**src/sv/assert_macros.svh**
```systemverilog
//------------------------------------------------------------------------------
// Assertion macros
// Concurrent assertion wrappers that a build can compile out with NO_ASSERTIONS.
//------------------------------------------------------------------------------
`ifndef ASSERT_MACROS_SVH
`define ASSERT_MACROS_SVH

`ifndef NO_ASSERTIONS

// Same-cycle implication, checked at every rising clock edge out of reset.
`define ASSERT_IMPLIES(label, clk, rst_n, ante, cons) \
    label: assert property (@(posedge clk) disable iff (!rst_n) (ante) |-> (cons)) \
        else $error("assertion failed: same-cycle implication");

// Next-cycle implication, checked at every rising clock edge out of reset.
`define ASSERT_NEXT(label, clk, rst_n, ante, cons) \
    label: assert property (@(posedge clk) disable iff (!rst_n) (ante) |=> (cons)) \
        else $error("assertion failed: next-cycle implication");

`else

`define ASSERT_IMPLIES(label, clk, rst_n, ante, cons)
`define ASSERT_NEXT(label, clk, rst_n, ante, cons)

`endif

`endif

```
**src/sv/u8u16_pkg.sv**
```systemverilog
//------------------------------------------------------------------------------
// u8u16_pkg
// Types and constants shared by the UTF-8 to UTF-16 decoder.
//------------------------------------------------------------------------------
package u8u16_pkg;

    // Byte class boundaries.
    localparam logic [7:0] BYTE_NUL       = 8'h00;
    localparam logic [7:0] ASCII_FIRST    = 8'h01;
    localparam logic [7:0] ASCII_LAST     = 8'h7f;
    localparam logic [7:0] LEAD2_FIRST    = 8'hc0;
    localparam logic [7:0] LEAD2_LAST     = 8'hdf;
    localparam logic [7:0] LEAD3_FIRST    = 8'he0;
    localparam logic [7:0] LEAD3_LAST     = 8'hef;

    localparam logic [15:0] COUNT_MAX     = 16'hffff;
    localparam logic [15:0] BYTES_PER_UNIT = 16'd2;

    typedef enum logic [2:0] {
        CLS_NUL,
        CLS_ASCII,
        CLS_LEAD2,
        CLS_LEAD3,
        CLS_SKIP
    } byte_class_t;

    typedef struct packed {
        logic [1:0]  pending;
        logic [9:0]  partial;
        logic [15:0] total;
    } state_t;

    typedef struct packed {
        logic        emit;
        logic [15:0] code_unit;
        logic        is_last;
        logic [15:0] out_bytes;
    } result_t;

endpackage

```
**src/sv/u8u16_if.sv**
```systemverilog
//------------------------------------------------------------------------------
// Stream interfaces
// Valid/ready channels for the byte input and the code unit output.
//------------------------------------------------------------------------------
interface u8u16_byte_if;
    logic       valid;
    logic       ready;
    logic [7:0] data_byte;

    modport source (output valid, output data_byte, input ready);
    modport sink (input valid, input data_byte, output ready);
endinterface

interface u8u16_unit_if;
    logic        valid;
    logic        ready;
    logic [15:0] code_unit;
    logic        is_last;
    logic [15:0] out_bytes;

    modport source (output valid, output code_unit, output is_last, output out_bytes,
                    input ready);
    modport sink (input valid, input code_unit, input is_last, input out_bytes,
                  output ready);
endinterface

```
**src/sv/utf8_to_utf16_decoder.sv**
```systemverilog
//------------------------------------------------------------------------------
// utf8_to_utf16_decoder
// Streams NUL-terminated UTF-8 bytes in and BMP UTF-16 code units out.
//------------------------------------------------------------------------------
//
//  Channel       Dir   Word contents
//  -----------   ---   ------------------------------------------------
//  byte_stream   in    data_byte: one UTF-8 byte, zero ends the string
//  unit_stream   out   code_unit, is_last, out_bytes (length on is_last)
//
// One byte is taken every cycle while the output is not stalled. A byte's word
// passes from the input register to the result register, where the sink can
// take it; the result register holds the word while the sink stalls.
// A word that gives no result, such as a lead byte, simply empties the input
// register. Reset clears the sequence state, the byte count and both valid
// flags. When the output is stalled the input register holds one more byte,
// and ready drops only once both registers are full.
//
`include "assert_macros.svh"

module utf8_to_utf16_decoder (
    input logic             clk,
    input logic             rst_n,
    u8u16_byte_if.sink      byte_stream,
    u8u16_unit_if.source    unit_stream
);

    // Input register: one byte waiting for the decode stage.
    logic       in_valid_reg;
    logic [7:0] in_byte_reg;

    // Sequence state carried from byte to byte.
    u8u16_pkg::state_t  state_reg;
    u8u16_pkg::state_t  state_next;

    // Result register facing the output channel.
    logic               out_valid_reg;
    u8u16_pkg::result_t res_reg;
    u8u16_pkg::result_t res_next;

    logic advance;
    logic in_take;

    // The decode stage moves when the result register is free or being emptied.
    assign advance = in_valid_reg && (!out_valid_reg || unit_stream.ready);
    assign in_take = byte_stream.valid && byte_stream.ready;

    assign byte_stream.ready = !in_valid_reg || advance;

    u8u16_step u_step (
        .data_byte  (in_byte_reg),
        .state      (state_reg),
        .state_next (state_next),
        .result     (res_next)
    );

    always_ff @(posedge clk or negedge rst_n)
    begin
        if (!rst_n)
        begin
            in_valid_reg <= 1'b0;
        end
        else if (in_take)
        begin
            in_valid_reg <= 1'b1;
        end
        else if (advance)
        begin
            in_valid_reg <= 1'b0;
        end
    end

    always_ff @(posedge clk)
    begin
        if (in_take)
        begin
            in_byte_reg <= byte_stream.data_byte;
        end
    end

    always_ff @(posedge clk or negedge rst_n)
    begin
        if (!rst_n)
        begin
            state_reg <= '0;
        end
        else if (advance)
        begin
            state_reg <= state_next;
        end
    end

    // A byte without a result still clears a word that the sink has just taken.
    always_ff @(posedge clk or negedge rst_n)
    begin
        if (!rst_n)
        begin
            out_valid_reg <= 1'b0;
        end
        else if (advance)
        begin
            out_valid_reg <= res_next.emit;
        end
        else if (unit_stream.ready)
        begin
            out_valid_reg <= 1'b0;
        end
    end

    always_ff @(posedge clk)
    begin
        if (advance && res_next.emit)
        begin
            res_reg <= res_next;
        end
    end

    assign unit_stream.valid     = out_valid_reg;
    assign unit_stream.code_unit = res_reg.code_unit;
    assign unit_stream.is_last   = res_reg.is_last;
    assign unit_stream.out_bytes = res_reg.out_bytes;

    // A byte held in the input register during a stall must not change.
    `ASSERT_NEXT(a_hold_input, clk, rst_n, in_valid_reg && !advance,
                 in_valid_reg && $stable(in_byte_reg))
    // A terminator leaves the decoder idle with the count cleared.
    `ASSERT_NEXT(a_nul_clears, clk, rst_n, advance && (in_byte_reg == u8u16_pkg::BYTE_NUL),
                 (state_reg.pending == 2'd0) && (state_reg.total == 16'd0))
    // A stalled result word stays presented.
    `ASSERT_NEXT(a_out_held, clk, rst_n, out_valid_reg && !unit_stream.ready,
                 out_valid_reg && $stable(res_reg))
    // At most two follow bytes are ever outstanding.
    `ASSERT_IMPLIES(a_pending_range, clk, rst_n, in_valid_reg, state_reg.pending != 2'd3)

endmodule

```
**src/sv/u8u16_step.sv**
```systemverilog
//------------------------------------------------------------------------------
// u8u16_step
// Decodes one byte against the current sequence state.
//------------------------------------------------------------------------------
module u8u16_step (
    input  logic [7:0]        data_byte,
    input  u8u16_pkg::state_t state,
    output u8u16_pkg::state_t state_next,
    output u8u16_pkg::result_t result
);

    u8u16_pkg::byte_class_t cls;
    logic [16:0] total_sum;
    logic [15:0] total_sat;
    logic [15:0] merged;
    logic [1:0]  pending_dec;

    always_comb
    begin
        case (data_byte) inside
            u8u16_pkg::BYTE_NUL:                              cls = u8u16_pkg::CLS_NUL;
            [u8u16_pkg::ASCII_FIRST:u8u16_pkg::ASCII_LAST]:   cls = u8u16_pkg::CLS_ASCII;
            [u8u16_pkg::LEAD2_FIRST:u8u16_pkg::LEAD2_LAST]:   cls = u8u16_pkg::CLS_LEAD2;
            [u8u16_pkg::LEAD3_FIRST:u8u16_pkg::LEAD3_LAST]:   cls = u8u16_pkg::CLS_LEAD3;
            default:                                          cls = u8u16_pkg::CLS_SKIP;
        endcase
    end

    // The count saturates, and the terminator counts its own two bytes too.
    assign total_sum   = {1'b0, state.total} + {1'b0, u8u16_pkg::BYTES_PER_UNIT};
    assign total_sat   = total_sum[16] ? u8u16_pkg::COUNT_MAX : total_sum[15:0];
    assign merged      = {state.partial, data_byte[5:0]};
    assign pending_dec = state.pending - 2'd1;

    always_comb
    begin
        state_next = state;
        result     = '0;
        if (cls == u8u16_pkg::CLS_NUL)
        begin
            // A NUL ends the string even inside a sequence; the partial unit is lost.
            result.emit      = 1'b1;
            result.is_last   = 1'b1;
            result.out_bytes = total_sat;
            state_next       = '0;
        end
        else if (state.pending != 2'd0)
        begin
            // Any nonzero byte counts as a follow byte.
            state_next.pending = pending_dec;
            if (pending_dec != 2'd0)
            begin
                state_next.partial = merged[9:0];
            end
            else
            begin
                state_next.partial = '0;
                state_next.total   = total_sat;
                result.emit        = 1'b1;
                result.code_unit   = merged;
            end
        end
        else
        begin
            unique case (cls)
                u8u16_pkg::CLS_ASCII:
                begin
                    state_next.total = total_sat;
                    result.emit      = 1'b1;
                    result.code_unit = {8'h00, data_byte};
                end
                u8u16_pkg::CLS_LEAD2:
                begin
                    state_next.partial = {5'b0, data_byte[4:0]};
                    state_next.pending = 2'd1;
                end
                u8u16_pkg::CLS_LEAD3:
                begin
                    state_next.partial = {6'b0, data_byte[3:0]};
                    state_next.pending = 2'd2;
                end
                u8u16_pkg::CLS_SKIP:
                begin
                    state_next = state;
                end
                u8u16_pkg::CLS_NUL:
                begin
                    state_next = state;
                end
            endcase
        end
    end

endmodule
```
**src/flat_wrapper.sv**
```systemverilog
// flat-port wrapper written by rule: the top's interface ports become plain ports
module utf8_to_utf16_decoder_flat 
  (clk, rst_n, byte_stream_valid, byte_stream_data_byte, byte_stream_ready, unit_stream_valid, unit_stream_code_unit, unit_stream_is_last, unit_stream_out_bytes, unit_stream_ready);
  u8u16_byte_if byte_stream_i ();
  u8u16_unit_if unit_stream_i ();
  input logic clk;
  input logic rst_n;
  input wire logic [$bits(byte_stream_i.valid)-1:0] byte_stream_valid;
  input wire logic [$bits(byte_stream_i.data_byte)-1:0] byte_stream_data_byte;
  output wire logic [$bits(byte_stream_i.ready)-1:0] byte_stream_ready;
  output wire logic [$bits(unit_stream_i.valid)-1:0] unit_stream_valid;
  output wire logic [$bits(unit_stream_i.code_unit)-1:0] unit_stream_code_unit;
  output wire logic [$bits(unit_stream_i.is_last)-1:0] unit_stream_is_last;
  output wire logic [$bits(unit_stream_i.out_bytes)-1:0] unit_stream_out_bytes;
  input wire logic [$bits(unit_stream_i.ready)-1:0] unit_stream_ready;
  assign byte_stream_i.valid = byte_stream_valid;
  assign byte_stream_i.data_byte = byte_stream_data_byte;
  assign byte_stream_ready = byte_stream_i.ready;
  assign unit_stream_valid = unit_stream_i.valid;
  assign unit_stream_code_unit = unit_stream_i.code_unit;
  assign unit_stream_is_last = unit_stream_i.is_last;
  assign unit_stream_out_bytes = unit_stream_i.out_bytes;
  assign unit_stream_i.ready = unit_stream_ready;
  utf8_to_utf16_decoder u_core (.clk(clk), .rst_n(rst_n), .byte_stream(byte_stream_i), .unit_stream(unit_stream_i));
endmodule
```
**config.mk**
```make
export PLATFORM = sky130hd
export DESIGN_NAME = utf8_to_utf16_decoder_flat
export DESIGN_NICKNAME = d
export VERILOG_FILES = /design/src/sv/u8u16_pkg.sv /design/src/sv/u8u16_if.sv /design/src/sv/utf8_to_utf16_decoder.sv /design/src/sv/u8u16_step.sv /design/src/flat_wrapper.sv
export VERILOG_INCLUDE_DIRS = /design/src /design/src/sv
export SDC_FILE = /design/constraint.sdc
export NUM_CORES = 1
export LEC_CHECK = 0
export BUFFER_PORTS_ARGS = -buffer_cell sky130_fd_sc_hd__buf_2
export CAP_MARGIN = 30
export CELL_PAD_IN_SITES_DETAIL_PLACEMENT = 0
export CELL_PAD_IN_SITES_GLOBAL_PLACEMENT = 1
export CORE_AREA = 2 2 99 101
export CTS_CLUSTER_DIAMETER = 200
export CTS_CLUSTER_SIZE = 25
export DETAILED_ROUTE_END_ITERATION = 16
export DIE_AREA = 0 0 101 103
export PLACE_DENSITY_LB_ADDON = 0.1
export SKIP_CTS_REPAIR_TIMING = 1
export SKIP_LAST_GASP = 1
export SLEW_MARGIN = 30
export SYNTH_ARGS = -nofsm -noshare
export SYNTH_HDL_FRONTEND = slang
export SYNTH_SLANG_ARGS = --single-unit
```
**constraint.sdc**
```tcl
create_clock -name clk -period 4 [get_ports clk]
set_input_delay 0.2 -clock clk [delete_from_list [all_inputs] [get_ports clk]]
set_output_delay 0.2 -clock clk [all_outputs]
set_load 0.05 [all_outputs]
```
Word level (Yosys, flattened, before mapping)
Index checks and enable logic that the tools add are counted.
{"block": "word_totals", "mem_bits_rw": 0, "memories": 0, "latch_bits": 0, "romBits": 0, "reg_bits": 71}
{"block": "op_classes", "n_eq_ne": 4, "add_sub_neg": 2, "n_mul": 0, "mux": 20, "order_cmp": 6, "div_mod_pow": 0, "n_reduce_logical": 20, "shift": 0, "bitwise_logic": 0}
{"operator": "$mux W17", "count": 4}
{"operator": "$mux W28", "count": 2}
{"operator": "$mux W16", "count": 3}
{"operator": "$pmux W12 S2", "count": 1}
{"operator": "$add A16 B2 Y17 const B", "count": 1}
{"operator": "$ge A8 B8 Y1 const B", "count": 2}
{"operator": "$le A8 B8 Y1 const B", "count": 2}
{"operator": "$mux W3", "count": 4}
{"operator": "$mux W10", "count": 1}
{"operator": "$ge A8 B1 Y1 const B", "count": 1}
{"operator": "$le A8 B7 Y1 const B", "count": 1}
{"operator": "$logic_not A8 Y1", "count": 1}
{"operator": "$reduce_bool A2 Y1", "count": 4}
{"operator": "$eq A3 B2 Y1 const B", "count": 2}
{"operator": "$logic_and A1 B1 Y1", "count": 6}
{"operator": "$mux W1", "count": 5}
{"operator": "$reduce_bool A4 Y1", "count": 1}
{"operator": "$eq A3 B1 Y1 const B", "count": 1}
{"operator": "$logic_not A3 Y1", "count": 1}
{"operator": "$ne A3 B3 Y1 const B", "count": 1}
{"operator": "$reduce_and A3 Y1", "count": 1}
{"operator": "$reduce_bool A3 Y1", "count": 1}
{"operator": "$logic_not A1 Y1", "count": 2}
{"operator": "$logic_or A1 B1 Y1", "count": 2}
{"operator": "other kinds (2)", "count": 2}

Logic depth before layout (Yosys ltp)
Gate-level depths: netlist (run 1).
{"block": "depth", "depth_word": 11, "depth_mapped": 8, "mapped_depth_nobuf": 7}

Modules after synthesis
A second synthesis (run 1) with hierarchy kept.
{"block": "hier_totals", "cells_unflattened": 293, "hier_area_um2": 3637.2}
{"mod": "utf8_to_utf16_decoder", "seq_area_each_um2": 1981.9, "area_each_um2": 2473.6, "n_inst": 1, "cells_each": 110}
{"mod": "u8u16_step", "seq_area_each_um2": 0.0, "area_each_um2": 1163.6, "n_inst": 1, "cells_each": 183}

Worst setup path after synthesis (run 1)
OpenSTA, ideal clock, no wires.
{"block": "synth_path", "path_kind": "reg-to-reg", "start": "register u_core.in_byte_reg[5]", "end": "register u_core.state_reg[4] in the netlist's numbering", "slack_ps": 1329, "synth_period_minus_slack_ps": 2671, "required_time_ps": 3879, "setup_ps": 121, "path_stages_with_launch": 9, "arrival_time_ps": 2550, "path_cell_list": "edfxtp_1 > or4_1 > or2_1 > buf_6 > inv_6 > o21ai_2 > inv_1 > o21ai_0 > a22o_1"}
{"block": "synth_via", "elab_chain_len": 9}
{"element": "from (decl)", "line": "utf8_to_utf16_decoder.sv:30", "rtl": "logic [7:0] in_byte_reg;"}
{"element": "from (signal assigned)", "line": "utf8_to_utf16_decoder.sv:77", "rtl": "in_byte_reg <= byte_stream.data_byte;"}
{"element": "$ge A8 B8 Y1 (no source line) or $le A8 B8 Y1 (tied branches)"}
{"element": "$logic_and A1 B1 Y1 (no source line)"}
{"element": "$mux W3 (3 in series)", "line": "u8u16_step.sv:20", "rtl": "case (data_byte) inside"}
{"element": "$mux W3 *", "line": "u8u16_step.sv:20"}
{"element": "$logic_not A3 Y1 or $eq A3 B1 Y1 (tied branches)", "line": "u8u16_step.sv:39, u8u16_step.sv:65"}
{"element": "$ne A3 B3 Y1 (no source line) or $reduce_bool A3 Y1 (tied branches)"}
{"element": "$reduce_and A3 Y1 (no source line)"}
{"element": "to (signal assigned)", "line": "utf8_to_utf16_decoder.sv:89", "rtl": "state_reg <= state_next;"}
{"element": "to (decl)", "line": "utf8_to_utf16_decoder.sv:33", "rtl": "u8u16_pkg::state_t state_reg;"}
Mark *: on every way between the ends. The rest lies on a longest branch, timed or not.
A chain may end at the register's enable or synchronous reset.

Worst setup path in the final report (run 1)
{"block": "layout_path", "start": "register u_core.in_byte_reg[5]", "end": "register u_core.state_reg[8] in the netlist's numbering"}
The elaborated chain is that of the path after synthesis.

==> results of run 1 <==
[cells in the mapped netlist, types with 2 or more instances]
master / count / area [um2]
nand4_1: 9 / 56.3
o211a_1: 2 / 20.0
nand3b_1: 2 / 15.0
or3_1: 2 / 12.5
inv_1: 16 / 60.1
buf_2: 2 / 10.0
edfxtp_1: 41 / 1230
o22ai_1: 2 / 12.5
nor2_1: 15 / 56.3
nand3_1: 15 / 75.1
a22o_1: 6 / 52.6
or4_1: 3 / 22.5
and2_1: 7 / 43.8
a21o_1: 7 / 52.6
buf_6: 4 / 45.0
nand2_1: 13 / 48.8
a21oi_1: 24 / 120
clkbuf_1: 11 / 41.3
o21ai_0: 30 / 150
a31oi_1: 3 / 18.8
nor3_1: 11 / 55.1
xor2_1: 4 / 35.0
and4_1: 2 / 17.5
nand2b_1: 2 / 12.5
and3_1: 4 / 25.0
dfrtp_1: 30 / 751
xnor2_1: 3 / 26.3
[cell type report]
class,count,area share
inverters,17,0.0187
repair buffers,50,0.0712
multi-input cells,176,0.278
clock buffers,10,0.0373
well taps,114,0.0387
flip-flops and latches,71,0.537
clock inverters,6,0.0187
[worst register-to-register path: stages, from the launching register on]
cell      delay, ps
edfxtp_1        470
or4_1           530
or2_1           210
buf_4           230
inv_6           170
o21ai_2         190
inv_1           130
buf_4           340
o21ai_0         160
a21o_1          190
[per-layer routing]
| layer | up-vias | part of all wire |
|---|---|---|
| li1 | 1117 | - |
| met1 | 1080 | 0.51 |
| met2 | 53 | 0.43 |
| met3 | 10 | 0.042 |
| met4 | 0 | 0.015 |
| met5 | - | 0 |
[metrics by stage]
stage | cells | setup WS [ps] | hold WS [ps] | utilization
finish | 444 | 1270 | 23.7 | 0.390
global route | 444 | 1030 | 5.21 | 0.390
CTS | 443 | 1230 | -63.1 | 0.389
detailed placement | 427 | 1260 | 319 | 0.367
global placement | 427 | 1330 | 320 | 0.367
floorplan | 283 | 1330 | -95.6 | -
[worst max path at each step]
stage / slack (ps) / end / depth (start not counted)
finish: 1270 / u_core.state_reg[8] / 9
global placement: 1330 / u_core.state_reg[4] / 9
global route: 1030 / u_core.state_reg[4] / 9
floorplan: 1330 / u_core.state_reg[4] / 8
CTS: 1230 / u_core.state_reg[8] / 9
detailed placement: 1260 / u_core.state_reg[8] / 9
[cell usage in the layout, fill, tap and decap left out, types with 3 or more instances in the layout]
master / count
buf_2: 46
edfxtp_1: 41
o21ai_0: 30
dfrtp_1: 30
a21oi_1: 24
inv_1: 16
nor2_1: 15
nand3_1: 15
nand2_1: 13
nor3_1: 11
clkbuf_8: 10
nand4_1: 9
and2_1: 7
a21o_1: 7
a22o_1: 6
and3_1: 4
xor2_1: 4
or4_1: 3
a31oi_1: 3
xnor2_1: 3
buf_4: 3
[power by group through the flow]
stage / combinational (mW) / clock, mW / sequential [mW]
2_1_floorplan: 0.236 / 0 / 1.14
3_3_place_gp: 0.503 / 0 / 0.996
3_5_place_dp: 0.504 / 0 / 0.998
4_1_cts: 0.506 / 0.617 / 0.984
5_1_grt: 0.548 / 0.650 / 1.00
6_report: 0.498 / 0.596 / 0.984
[logic make-up (layout without fill, tap and decap cells)]
logic type      after synthesis  after routing  synth area share
buf+inv                      36             83            0.0546
compound gates               79             79             0.151
fa+ha+maj                     1              1           0.00393
xor+xnor                      7              7            0.0193
flops                        71             71             0.623
simple gates                 89             89             0.149
==> results.toml, run 1 <==
[run_status]
status = "complete, no violations"

[setup_path]
required_ps = 4230
start_kind = "flip-flop"
r2r_end = "u_core.state_reg[8]"
crit_top_cell = "buf_4"
path_max_fanout = 27
rr_worst_depth = 9
critPathMaxStageDelay_ps = 530
cp-startpoint = "u_core.in_byte_reg[5]"
timing.reg2reg.setup_slack_ps = 1270
path_cells = "or4_1 -> or2_1 -> buf_4 -> inv_6 -> o21ai_2 -> inv_1 -> buf_4 -> o21ai_0 -> a21o_1"
r2r_start = "u_core.in_byte_reg[5]"
endpoint_kind = "flip-flop"
crit_buf_inv = 4
cpLargestDelayFamily = "buffers and inverters"
crit_slowest_cell = "or4_1"
criticalPathCategory = "reg2reg"
arrival_ps = 2970

[synth]
synth_cells = 283
seq_area_frac_synth = 0.623
async_flop_share = 0.423
synth_nets = 296
postSynthAreaPerCell_um2 = 11.2
synth_cell_types = 40
syn_area_um2 = 3180
synth_edf_count = 41
ys_seq_elements = 71
yosysWarnings = 0
ys.flop_type = "edfxtp_1"

[power]
powerDensity_nw_per_um2 = 563
power.switching_mw = 0.736
p_int_mw = 1.34
p_comb_frac = 0.240
leakage_nw = 1.49
swShare = 0.354
pwr-share-seq = 0.473
total_power_mw = 2.08
ir_worst_vdd_mv = 0.240
clkPwrFrac = 0.287

[drt]
routed_via_density = 5.09
wl_um = 7020
via_count = 2260
wl_per_cell_um = 15.8
first_iter_violations = 122
ant_nets = 0
drc = 0
drt_first_pass_iters = 5

[clock_network]
cts-root-buf = "clkbuf_8"
cts_buffers = 9
cts_tree = "done"
cts.sinks = 71
clock_latency_ps = 340
cts.reportedPaths.clkPinSlew_ps = 90
cts_buffer_depth = 2
htreeDepth = 3

[grt]
grt_usage = 0.144
antenna_found_initial = 0
grt.met1_usage = 0.213
top_usage_layer = "met1"
use_met2 = 0.209
grt_start_max_net_pins = 31
grt_overflow_total = 0
grt_pass1_vias = 2174
grt_pass1_wl_um = 11400
globalRouteMet3Util = 0.0251

[timing]
rsz0062_at_grt = "no"
post-route-min-period_ps = 2730
fin_skew_ps = 9.72
setup_violations = 0
timing.setup.tns_ps = 0
fin_crit_sh = 0.683
report.final.slew_viol_count = 0
max_freq_mhz = 366
worst_slew_pin_slew_ps = 840
relSlewSlack = 0.438
hold_viol = 0

[worst_hold_path]
hold_depth = 1
worst_hold_path_type = "in2reg"
hold_path_end = "u_core.in_byte_reg[6]"
worstHoldStart = "byte_stream_data_byte[6]"

[job]
drv_cap = 0

[layout]
fillers = 956
syn_to_final_growth_pct = 15.9
antenna_cells = 0
finalNetCount = 338
largest_reg_flops = 28
multiInputGateArea_um2 = 1030
seq_area_um2 = 1980
finalInstanceArea_um2 = 3690
drive_gt1_frac = 0.209

[place]
gp_congestion = 0.827
io_buffers = 46
place_hpwl_um = 4660
placed_cell_area_um2 = 3470

[floorplan]
start_util = 0.337
core-area_um2 = 9460
die_w_um = 101
num_rows = 36
io_pins = 47
die_area_um2 = 10400
die_h_um = 103
(Power assumes the default switching activity.)
==> inputs of run 2 (changes only) <==
==> constraint.sdc (replaced) <==
create_clock -name clk -period 2.3 [get_ports clk]
set_input_delay 0.115 -clock clk [delete_from_list [all_inputs] [get_ports clk]]
set_output_delay 0.115 -clock clk [all_outputs]
set_load 0.05 [all_outputs]
==> run 2 against run 1 <==
  * Setup slack got worse by 1100 ps
  * Critical path depth decreased by 2
  * Combinational power increased by 94%
  * Largest cell class unchanged
  * Cell count increased by 5.9%
==> results.toml, run 2 (same netlist as run 1, synthesis figures left out) <==
[clock_network]
cts.reportedPaths.clkPinSlew_ps = 80
cts_buffers = 9
cts-root-buf = "clkbuf_8"
cts_buffer_depth = 2
htreeDepth = 3
cts_tree = "done"
cts.sinks = 71
clock_latency_ps = 350

[setup_path]
crit_buf_inv = 2
path_cells = "or4_1 -> or2_1 -> buf_4 -> a31oi_4 -> buf_12 -> nand3_1 -> o21ai_0"
critPathMaxStageDelay_ps = 520
endpoint_kind = "flip-flop"
cp.depth = 7
cpLargestDelayFamily = "simple AND/OR/NAND/NOR gates"
rr_worst_depth = 7
arrival_ps = 2390
start_kind = "flip-flop"
required_ps = 2580
path_max_fanout = 13
crit_slowest_cell = "or4_1"
criticalPathCategory = "reg2reg"

[floorplan]
die_h_um = 103
core-area_um2 = 9460
io_pins = 47
die_area_um2 = 10400
die_w_um = 101
num_rows = 36
start_util = 0.337

[grt]
grt_start_max_net_pins = 31
grt_pass1_wl_um = 11600
grt_pass1_vias = 2284
grt_overflow_total = 0
antenna_found_initial = 0
grt_usage = 0.147

[power]
p_comb_frac = 0.262
power.switching_mw = 1.30
ir_worst_vdd_mv = 0.302
leakage_nw = 1.60
swShare = 0.353
clkPwrFrac = 0.276
p_int_mw = 2.38
pwr-share-seq = 0.462
total_power_mw = 3.68
powerDensity_nw_per_um2 = 937

[timing]
report.final.slew_viol_count = 0
fin_hold_ws_ps = 59.6
post-route-min-period_ps = 2110
timing.setup.tns_ps = 0
max_freq_mhz = 474
rsz0062_at_grt = "no"
hold_viol = 0
fin_skew_ps = 9.57
fin_crit_sh = 0.917
relSlewSlack = 0.509
worst_slew_pin_slew_ps = 737
setup_violations = 0

[drt]
ant_nets = 0
wl_per_cell_um = 14.9
drc = 0
drt_first_pass_iters = 4
wl_um = 6990
routed_via_density = 4.99
via_count = 2345
first_iter_violations = 88

[run_status]
status = "complete, no violations"

[place]
gp_congestion = 0.788
post-place-cells = 442
io_buffers = 46
place_hpwl_um = 4780

[worst_hold_path]
hold_depth = 3
worst_hold_path_type = "in2reg"

[layout]
final_cell_count_no_fill = 470
finalNetCount = 364
largest_reg_flops = 28
final_cell_mix = "buf_2, edfxtp_1, o21ai_0, dfrtp_1, a21oi_1"
antenna_cells = 0
seq_area_um2 = 1980
multiInputGateArea_um2 = 1030
syn_to_final_growth_pct = 23.4
final_common_cell = "buf_2"
drive_gt1_frac = 0.244
fillers = 942

[job]
drv_cap = 0
[run 2: cell count changes in the layout (fill, tap and decap cells not counted), sizes merged]
cell         before  now
buf              49   66
clkinv            3    2
clkinvlp          1    2
dlygate4sd3       1   10
[run 2: worst paths after layout]
path / from / to / slack (ps)
max in group asynchronous: rst_n / u_core.state_reg[13] / 1470
worst max-delay path: u_core.in_byte_reg[3] / u_core.state_reg[18] / 190
min in group asynchronous: rst_n / u_core.state_reg[23] / 360
worst min register to register: u_core.state_reg[9] / u_core.state_reg[9] / 520
worst min-delay path: unit_stream_ready / u_core.in_valid_reg / 60
worst max register to register: u_core.in_byte_reg[3] / u_core.state_reg[18] / 190
[run 2: layer usage]
metal,wire length [um],track usage
met3,249,0.0292
met2,3010,0.213
met4,129,0.0634
met1,3600,0.216
met5,0,0
[run 2: worst register-to-register path, cell delays in order, from the launching register on]
cell and delay (ps):
edfxtp_1 390, or4_1 520, or2_1 340, buf_4 230
a31oi_4 250, buf_12 150, nand3_1 80, o21ai_0 90
[run 2: area by class of cell]
cell class              instances  share of cell area
clock buffers                  10              0.0325
flip-flops and latches         71               0.505
inverters                      17              0.0185
multi-input cells             176               0.262
well taps                     114              0.0363
clock inverters                 6              0.0175
repair buffers                 76               0.129
[run 2: stage by stage]
step	utilization	instance area (um2)	worst slack [ps]
2_1_floorplan	-	3190	-3.47
3_3_place_gp	0.381	3600	141
3_5_place_dp	0.381	3600	101
4_1_cts	0.402	3800	92.0
5_1_grt	0.415	3930	31.7
6_report	0.415	3930	190
[run 2: power by group through the flow]
stage / registers (mW) / clock network (mW) / logic, mW
2_1_floorplan: 1.99 / 0 / 0.414
3_3_place_gp: 1.73 / 0 / 0.937
3_5_place_dp: 1.73 / 0 / 0.938
4_1_cts: 1.70 / 1.05 / 0.943
5_1_grt: 1.73 / 1.11 / 1.06
6_report: 1.70 / 1.02 / 0.965
==> inputs of run 3 (changes only) <==
--- a/config.mk
+++ b/config.mk
@@ -15,6 +15,7 @@
 export CTS_CLUSTER_SIZE = 25
 export DETAILED_ROUTE_END_ITERATION = 16
 export DIE_AREA = 0 0 101 103
+export HOLD_SLACK_MARGIN = 0.12
 export PLACE_DENSITY_LB_ADDON = 0.1
 export SKIP_CTS_REPAIR_TIMING = 1
 export SKIP_LAST_GASP = 1
==> run 3 against run 2 <==
  * Combinational power up 0.4%
  * Largest power group unchanged
  * Critical path depth unchanged
  * Routed wire length up 0.80%
  * Sequential power about the same
  * Clock-buffer cell count unchanged
==> results.toml, run 3 (same netlist as run 1, synthesis figures left out) <==
[run_status]
status = "complete, no violations"

[grt]
antenna_found_initial = 0
grt_start_max_net_pins = 31
grt_pass1_wl_um = 11600
grt_overflow_total = 0
grt_pass1_vias = 2284
grt_usage = 0.147

[setup_path]
path_max_fanout = 13
crit_end = "u_core.state_reg[18]"
timing.reg2reg.setup_slack_ps = 190
start_kind = "flip-flop"
critPathMaxStageDelay_ps = 520
r2r_start = "u_core.in_byte_reg[3]"
r2r_end = "u_core.state_reg[18]"
endpoint_kind = "flip-flop"
crit_slowest_cell = "or4_1"
path_cells = "or4_1 -> or2_1 -> buf_4 -> a31oi_4 -> buf_12 -> nand3_1 -> o21ai_0"
arrival_ps = 2380
cp-startpoint = "u_core.in_byte_reg[3]"
criticalPathCategory = "reg2reg"
required_ps = 2580
rr_worst_depth = 7

[floorplan]
start_util = 0.337
die_w_um = 101
die_area_um2 = 10400
core-area_um2 = 9460
num_rows = 36
die_h_um = 103
io_pins = 47

[power]
ir_worst_vdd_mv = 0.302
leakage_nw = 1.61
powerDensity_nw_per_um2 = 934

[timing]
hold_viol = 0
rsz0062_at_grt = "no"
post-route-min-period_ps = 2110
setup_violations = 0
relSlewSlack = 0.509
fin_hold_ws_ps = 356
worst_slew_pin_slew_ps = 737
report.final.slew_viol_count = 0
fin_skew_ps = 9.53
max_freq_mhz = 475
fin_crit_sh = 0.916

[drt]
via_count = 2351
ant_nets = 0
wl_um = 7050
routed_via_density = 4.98
drt_first_pass_iters = 4
first_iter_violations = 78
wl_per_cell_um = 14.9
drc = 0

[clock_network]
cts_buffers = 9
cts.reportedPaths.clkPinSlew_ps = 80
cts_tree = "done"
cts.sinks = 71
cts_buffer_depth = 2
htreeDepth = 3
cts-root-buf = "clkbuf_8"
clock_latency_ps = 350

[layout]
final_util = 0.417
finalInstanceArea_um2 = 3950
drive_gt1_frac = 0.243
finalNetCount = 366
final_cell_mix = "buf_2, edfxtp_1, o21ai_0, dfrtp_1, a21oi_1"
final_cell_count_no_fill = 472
largest_reg_flops = 28
antenna_cells = 0
syn_to_final_growth_pct = 24.0
final_common_cell = "buf_2"

[job]
drv_cap = 0

[worst_hold_path]
worst_hold_path_type = "in2async"

[place]
post-place-cells = 442
place_hpwl_um = 4780
gp_congestion = 0.788
io_buffers = 46
placed_cell_area_um2 = 3600
run 3: cell count changes in the layout (fill, tap and decap cells not counted):
cell	change
dlygate4sd3_1	+2
run 3: how the worst min path moves through the flow:
| stage | startpoint | to | slack (ps) | cells after the start |
|---|---|---|---|---|
| after floorplan | rst_n | u_core.in_valid_reg | -180 | 0 |
| after global placement | rst_n | u_core.state_reg[23] | 220 | 1 |
| after detailed placement | rst_n | u_core.state_reg[23] | 230 | 1 |
| after CTS | rst_n | u_core.state_reg[23] | -160 | 1 |
| after global routing | rst_n | u_core.state_reg[23] | 410 | 2 |
| final | rst_n | u_core.state_reg[23] | 360 | 2 |
run 3: cell type report:
cell class	count	area, um2
flip-flops and latches	71	1980
clock inverters	6	68.8
repair buffers	78	526
inverters	17	72.6
fillers	941	5510
multi-input cells	176	1030
clock buffers	10	128
well taps	114	143
run 3: per-stage QoR:
stage	power [mW]	setup slack (ps)	setup TNS (ps)
after global routing	3.91	31.7	0
after CTS	3.70	92.0	0
after detailed placement	2.67	101	0
after floorplan	2.40	-3.47	-11.2
after global placement	2.67	141	0
final	3.69	193	0
run 3: power breakdown:
group          total (mW)  internal (mW)  switching, mW  leakage [nW]
Combinational       0.969          0.293          0.677         0.712
Sequential           1.70           1.58          0.118         0.797
Clock                1.02          0.509          0.507        0.0973
Total                3.69           2.38           1.30          1.61
run 3: worst max-delay path, delay by kind of cell, from the launching register on:
kind | cells | cell delay, ps
simple gates | 3 | 930
flops | 1 | 390
buf+inv | 2 | 380
compound gates | 2 | 330
run 3: per-layer routing:
metal  global-route usage  routed length, um  vias up
met2                0.213               3030       44
li1                     -                  -     1171
met3               0.0292                256       13
met4               0.0634                129        0
met1                0.216               3640     1123
met5                    0                  0        -
